`config.mk`:
```
export PLATFORM = sky130hd
export DESIGN_NAME = vna_ctrl
export DESIGN_NICKNAME = d
export VERILOG_FILES = /design/src/rtl/vna_pkg.sv /design/src/rtl/vna_ctrl.sv
export VERILOG_INCLUDE_DIRS = /design/src /design/src/rtl
export SDC_FILE = /design/constraint.sdc
export NUM_CORES = 1
export LEC_CHECK = 0
export BUFFER_PORTS_ARGS = -buffer_cell sky130_fd_sc_hd__clkbuf_2
export CELL_PAD_IN_SITES_DETAIL_PLACEMENT = 1
export CELL_PAD_IN_SITES_GLOBAL_PLACEMENT = 2
export CORE_MARGIN = 2
export CORE_UTILIZATION = 31
export CTS_BUF_LIST = sky130_fd_sc_hd__clkbuf_2
export DETAILED_ROUTE_END_ITERATION = 10
export HOLD_SLACK_MARGIN = 0.12
export PLACE_DENSITY = 0.88
export RECOVER_POWER = 50
export SLEW_MARGIN = 30
export SYNTH_ARGS = -nofsm -noshare
export SYNTH_HDL_FRONTEND = slang
export SYNTH_SLANG_ARGS = --single-unit
```
`constraint.sdc`:
```
create_clock -name clk -period 1.9 [get_ports clk]
set_input_delay 0 -clock clk [delete_from_list [all_inputs] [get_ports clk]]
set_output_delay 0 -clock clk [all_outputs]
set_load 0.005 [all_outputs]
```
`src/rtl/assert_macros.svh`:
```
// Assertion helpers shared by the vertex normal accumulator RTL.
// Depends on nothing; users must have clk and arst_n in scope.
`ifndef ASSERT_MACROS_SVH
`define ASSERT_MACROS_SVH

// Property checked at every clock, off while in reset.
`define VNA_ASSERT(lbl, prop) \
	lbl: assert property (@(posedge clk) disable iff (!arst_n) (prop)) \
		else $error("vna assertion failed");

// Consequent checked at the clock after the antecedent.
`define VNA_ASSERT_NEXT(lbl, ante, cons) \
	lbl: assert property (@(posedge clk) disable iff (!arst_n) (ante) |=> (cons)) \
		else $error("vna assertion failed");

`endif

```
`src/rtl/vna_pkg.sv`:
```
// Shared types and constants for the vertex normal accumulator.
// No dependencies; imported by the controller, datapath and top level.
`timescale 1ns / 1ps

package vna_pkg;

	localparam int VNA_MAX_VERTICES = 1024;
	localparam int VNA_ACCUM_BITS   = 48;
	// step counter covers the longest loop (square root, up to 64 digits)
	localparam int STEP_W           = 6;

	typedef enum logic [1:0] {
		ACT_VADD = 2'd0,
		ACT_TRI  = 2'd1,
		ACT_READ = 2'd2,
		ACT_NONE = 2'd3
	} act_t;

	typedef enum logic [1:0] {
		STAT_OK   = 2'd0,
		STAT_FULL = 2'd1,
		STAT_IDX  = 2'd2,
		STAT_RSVD = 2'd3
	} status_t;

	typedef enum logic [3:0] {
		ST_IDLE, ST_DECODE, ST_TPOS, ST_TCROSS, ST_TACC,
		ST_RLOAD, ST_RSQ, ST_RSQRT, ST_RDIV, ST_DONE
	} vna_state_t;

	typedef enum logic [3:0] {
		DP_NOP, DP_LOAD, DP_VADD, DP_ERR_FULL, DP_ERR_IDX, DP_PRD, DP_XMUL,
		DP_ACC, DP_RLD, DP_SQ, DP_SQRT, DP_DIV, DP_FIN
	} dp_op_t;

	typedef struct packed {
		dp_op_t              op;
		logic [1:0]          sel;
		logic [STEP_W-1:0]   step;
	} dp_cmd_t;

	typedef struct packed {
		logic [1:0] act;
		logic       full;
		logic       tri_bad;
		logic       rd_bad;
	} dp_stat_t;

endpackage

```
`src/rtl/vna_ctrl.sv`:
```
// Sequencer for the vertex normal accumulator: walks each beat through
// its datapath steps and owns the result handshake. Uses vna_pkg.
`timescale 1ns / 1ps
`include "assert_macros.svh"

module vna_ctrl #(
	parameter int ACCUM_BITS = vna_pkg::VNA_ACCUM_BITS
) (
	input  logic              clk,
	input  logic              arst_n,
	input  logic              in_valid,
	output logic              in_ready,
	output logic              out_valid,
	input  logic              out_ready,
	input  vna_pkg::dp_stat_t stat,
	output vna_pkg::dp_cmd_t  cmd
);
	import vna_pkg::*;

	localparam logic [STEP_W-1:0] SQRT_LAST = STEP_W'(ACCUM_BITS - 1);

	vna_state_t        state_q, state_n;
	logic [STEP_W-1:0] cnt_q, cnt_n;
	logic [1:0]        sel_q, sel_n;
	logic              out_valid_q, out_valid_n;

	// state, counters, result valid
	always_ff @(posedge clk or negedge arst_n) begin
		if (!arst_n) begin
			state_q     <= ST_IDLE;
			cnt_q       <= '0;
			sel_q       <= '0;
			out_valid_q <= 1'b0;
		end else begin
			state_q     <= state_n;
			cnt_q       <= cnt_n;
			sel_q       <= sel_n;
			out_valid_q <= out_valid_n;
		end
	end

	// next state and datapath commands
	always_comb begin
		state_n  = state_q;
		cnt_n    = cnt_q + 1'b1;
		sel_n    = sel_q;
		in_ready = 1'b0;
		cmd.op   = DP_NOP;
		cmd.sel  = 2'd0;
		cmd.step = cnt_q;
		out_valid_n = (out_valid_q && !out_ready);
		case (state_q)
			ST_IDLE: begin
				in_ready = 1'b1;
				cnt_n    = '0;
				sel_n    = '0;
				if (in_valid) begin
					cmd.op  = DP_LOAD;
					state_n = ST_DECODE;
				end
			end
			ST_DECODE: begin
				cnt_n = '0;
				case (act_t'(stat.act))
					ACT_VADD: begin
						cmd.op  = stat.full ? DP_ERR_FULL : DP_VADD;
						state_n = ST_DONE;
					end
					ACT_TRI: begin
						if (stat.tri_bad) begin
							cmd.op  = DP_ERR_IDX;
							state_n = ST_DONE;
						end else begin
							state_n = ST_TPOS;
						end
					end
					ACT_READ: begin
						if (stat.rd_bad) begin
							cmd.op  = DP_ERR_IDX;
							state_n = ST_DONE;
						end else begin
							state_n = ST_RLOAD;
						end
					end
					default: state_n = ST_DONE;
				endcase
			end
			ST_TPOS: begin
				cmd.op  = DP_PRD;
				cmd.sel = cnt_q[1:0];
				if (cnt_q == STEP_W'(3)) begin
					cnt_n   = '0;
					state_n = ST_TCROSS;
				end
			end
			ST_TCROSS: begin
				cmd.op = DP_XMUL;
				if (cnt_q == STEP_W'(7)) begin
					cnt_n   = '0;
					state_n = ST_TACC;
				end
			end
			ST_TACC: begin
				cmd.op  = DP_ACC;
				cmd.sel = cnt_q[2:1];
				if (cnt_q == STEP_W'(5)) begin
					state_n = ST_DONE;
				end
			end
			ST_RLOAD: begin
				cmd.op = DP_RLD;
				if (cnt_q == STEP_W'(1)) begin
					cnt_n   = '0;
					state_n = ST_RSQ;
				end
			end
			ST_RSQ: begin
				cmd.op = DP_SQ;
				if (cnt_q == STEP_W'(12)) begin
					cnt_n   = '0;
					state_n = ST_RSQRT;
				end
			end
			ST_RSQRT: begin
				cmd.op = DP_SQRT;
				if (cnt_q == SQRT_LAST) begin
					cnt_n   = '0;
					sel_n   = '0;
					state_n = ST_RDIV;
				end
			end
			ST_RDIV: begin
				cmd.op  = DP_DIV;
				cmd.sel = sel_q;
				if (cnt_q == STEP_W'(15)) begin
					cnt_n = '0;
					sel_n = sel_q + 1'b1;
					if (sel_q == 2'd2) begin
						state_n = ST_DONE;
					end
				end
			end
			ST_DONE: begin
				if (!out_valid_q || out_ready) begin
					cmd.op      = DP_FIN;
					out_valid_n = 1'b1;
					state_n     = ST_IDLE;
				end
			end
			default: state_n = ST_IDLE;
		endcase
	end

	assign out_valid = out_valid_q;

	// a pending result is never overwritten
	`VNA_ASSERT(a_fin_free, (cmd.op == DP_FIN) |-> (!out_valid_q || out_ready))
	// an accepted beat is decoded next
	`VNA_ASSERT_NEXT(a_accept_dec, in_valid && in_ready, state_q == ST_DECODE)
	// divider walks three components only
	`VNA_ASSERT(a_div_sel, (state_q == ST_RDIV) |-> (sel_q != 2'd3))

endmodule

```
==> impl_results.md <==
* Critical path class: register to register
* Max_cap viols at 0
* DP Cell Count at roughly 220
* Final setup TNS at 0 ns
* Syn Area/Cell at 8.543 µm²
* Max-slew headroom at 0.4868
* Worst Path Required at about 2.1 ns
* DR iter-0 viols at 44
* Largest cells by area after synthesis: dfrtp_1 26%, ha_1 9.1%, nor2_1 5.2%
* FP Rows at 22
* Yosys top cell area share at 0.2626
* RSZ-0062 raised after global routing: true
* Hold Violations, Final at 0
* CTS Buf Count at 3
* Final setup skew at 0.01140 ns
* Core area at about 0.0037 mm²
* Commonest cells in the netlist: 17 x nor2_1, 13 x dfrtp_1, 10 x o21ai_0
* Slew @ Worst Pin at 0.7697 ns
* Startpoint Class: register
* R2R setup slack at 0.04 ns
* Port bufs at 22
* Final worst-path cycle share at 0.9814
* Die area at ~0.0045 mm²
* GPL Wtd Cong at 0.8463
* Most used DFF post-synth: dfrtp_1
* CTS sink count at 13
* Clock Path Buffers at 2
* Largest net degree at the start of global routing at 15
* Worst min path class: primary input to async pin
* Final antenna-violating net count at 0
* Crit path max fanout at 7
* CTS Root Buffer Type: clkbuf_2
* Die Wd at a little under 70 µm
* CTS H-tree lvls at 1
* ANT cells at 0
* Syn Std Cell Area at about 0.0012 mm²
* Final Max Tran Viols at 0
* Distinct cells, synth at 48
* Io pins at 23
* Minimum clock period at around 1.9 ns
* Congestion Overflow GR at 0
* # setup viols final at 0
* Pre-antenna DRT Iters at 4
* Drt via density at approximately 5.4
* First-pass GRT wire length at around 6200 µm
* Warning count from the yosys run at 0
* Number of flops mapped to enable cells by yosys at 0
* Final Util at 0.4191
* Async set or reset register ratio after synthesis at 1.000
* Syn Nets at about 160
* Hpwl dp at just over 3000 µm
* Area leader, netlist: dfrtp_1
* Sequential share of the synthesized area at 0.2626
* Area Growth Syn to Fin at 26.67%
* Top-count cell post-synth: nor2_1
* Layout filler cell count at ~490
* Vias at roughly 1300
* Fmax achieved at 536.3 MHz
* R2R depth at 5
* Power density cells at 1118 mW/mm²
* Worst Setup End Kind: register
* FF+latch count, synth at 13
* Initial Util at 0.3309
* Initial antenna violation count at 0
* Post-layout nets at a little over 200
* CP arrival at roughly 2 ns
* Setup ws final at 0.03536 ns
* Final Non-Filler Cells at ~230
* Status: completed
* Clock Latency Late Sink at roughly 0.3 ns
* Wire per inst at 16.13 µm
* Clock-pin slew on the worst setup and hold paths at around 0.14 ns
* Pre-CTS setup slack at -0.005884 ns
* Gr usage total at 0.1846
* Synth Instances at 145
* Leakage at a little over 0.7 nW
* Share of layout cells above drive strength 1 at 0.3280
* Chip height at 67.21 µm
* Post-Route WL at ~3800 µm
* Reg-to-Reg End: state_q[2]
* CTS tree: built
* Reg2reg start: state_q[2]
* Vias in the first global route at around 1200
* Worst vdd ir at around 600 µV
* # DRC at 0
[cells by family after synthesis]
logic type | count (synthesis) | share of synthesized area
compound gates | 40 | 0.2374
xor+xnor | 4 | 0.02829
fa+ha+maj | 9 | 0.09091
buf+inv | 18 | 0.06768
flops | 13 | 0.2626
mux | 6 | 0.06262
simple gates | 55 | 0.2505
[placed cells by master, fill, tap and decap left out, types with 2 or more instances in the layout]
cell           synthesis  layout
dfrtp_2                0       2
buf_4                  1      22
xnor2_1                3       3
nand2_1                9       9
dfrtp_1               13      11
a211oi_2               2       2
o21ai_0               10      10
a21oi_1                7       7
o221ai_1               2       2
mux2_1                 4       4
inv_1                  9       9
dlygate4sd3_1          0       2
a31oi_1                3       3
a22oi_1                2       2
nand3_1                5       5
nand2b_1               3       3
clkbuf_2               0      24
o22a_1                 2       2
nor3_1                 3       3
nor2_1                17      17
a41oi_1                2       2
clkbuf_1               2       2
nor2b_1                7       6
ha_1                   9       8
[per-layer routing]
layer	up-vias	GRT usage	part of all wire
met5	-	0	0
met4	0	0.05357	0.020
met3	7	0.02500	0.027
met2	20	0.3144	0.48
met1	621	0.2436	0.47
li1	606	-	-
[sequential cells by signal, indices dropped and copies added, names as in the netlist]
| signal | cells |
|---|---|
| state_q | 4 |
| out_valid | 1 |
| cnt_q | 6 |
| sel_q | 2 |
[where the power goes]
group	internal, mW	switching, mW	leakage [nW]
Combinational	0.545	0.614	0.539
Sequential	0.342	0.0971	0.170
Clock	0.0558	0.100	0.0166
[per-stage QoR]
stage	area, µm²	hold slack [ns]	power [mW]
final	1569	0.2632	1.754
after global routing	1569	0.3073	1.917
after CTS	1528	0.1240	1.736
after detailed placement	1486	-0.07468	1.571
after global placement	1486	-0.08404	1.526
after floorplan	1239	-0.2956	1.142
[area by class of cell]
cell class                      instances  area, µm²  area share
Tap cell                               48      60.06     0.03828
Inverter                                9      33.78     0.02153
Sequential cell                        13      327.8      0.2089
Clock buffer                            4      20.02     0.01276
Timing Repair Buffer                   46      292.8      0.1866
Multi-Input combinational cell        114      834.6      0.5319
[critical path: stages (launching register included)]
cell	delay, ns
dfrtp_2	0.47
or4b_4	0.59
mux2i_4	0.16
a211oi_2	0.07
nand3_2	0.13
mux2_1	0.34
[repair_timing]
item                                    CTS  global route
cloned                                    0             0
endpoints found under the setup margin    4             6
pin swaps                                 0             2
resized for setup                         1             4
hold buffers                              2             0
hold endpoints to repair                 14             0
buffers inserted                          0             5
[worst max path at each step]
stage	startpoint	endpoint	slack [ns]	cells past startpoint
after floorplan	state_q[1]	state_q[0]	0.13	5
after global placement	state_q[1]	state_q[1]	0.07	5
after detailed placement	state_q[1]	state_q[2]	-0.006	5
after CTS	state_q[1]	state_q[2]	0.0009	5
after global routing	cnt_q[4]	state_q[2]	-0.03	5
final	state_q[2]	state_q[2]	0.04	5
(Power assumes the default switching activity.)
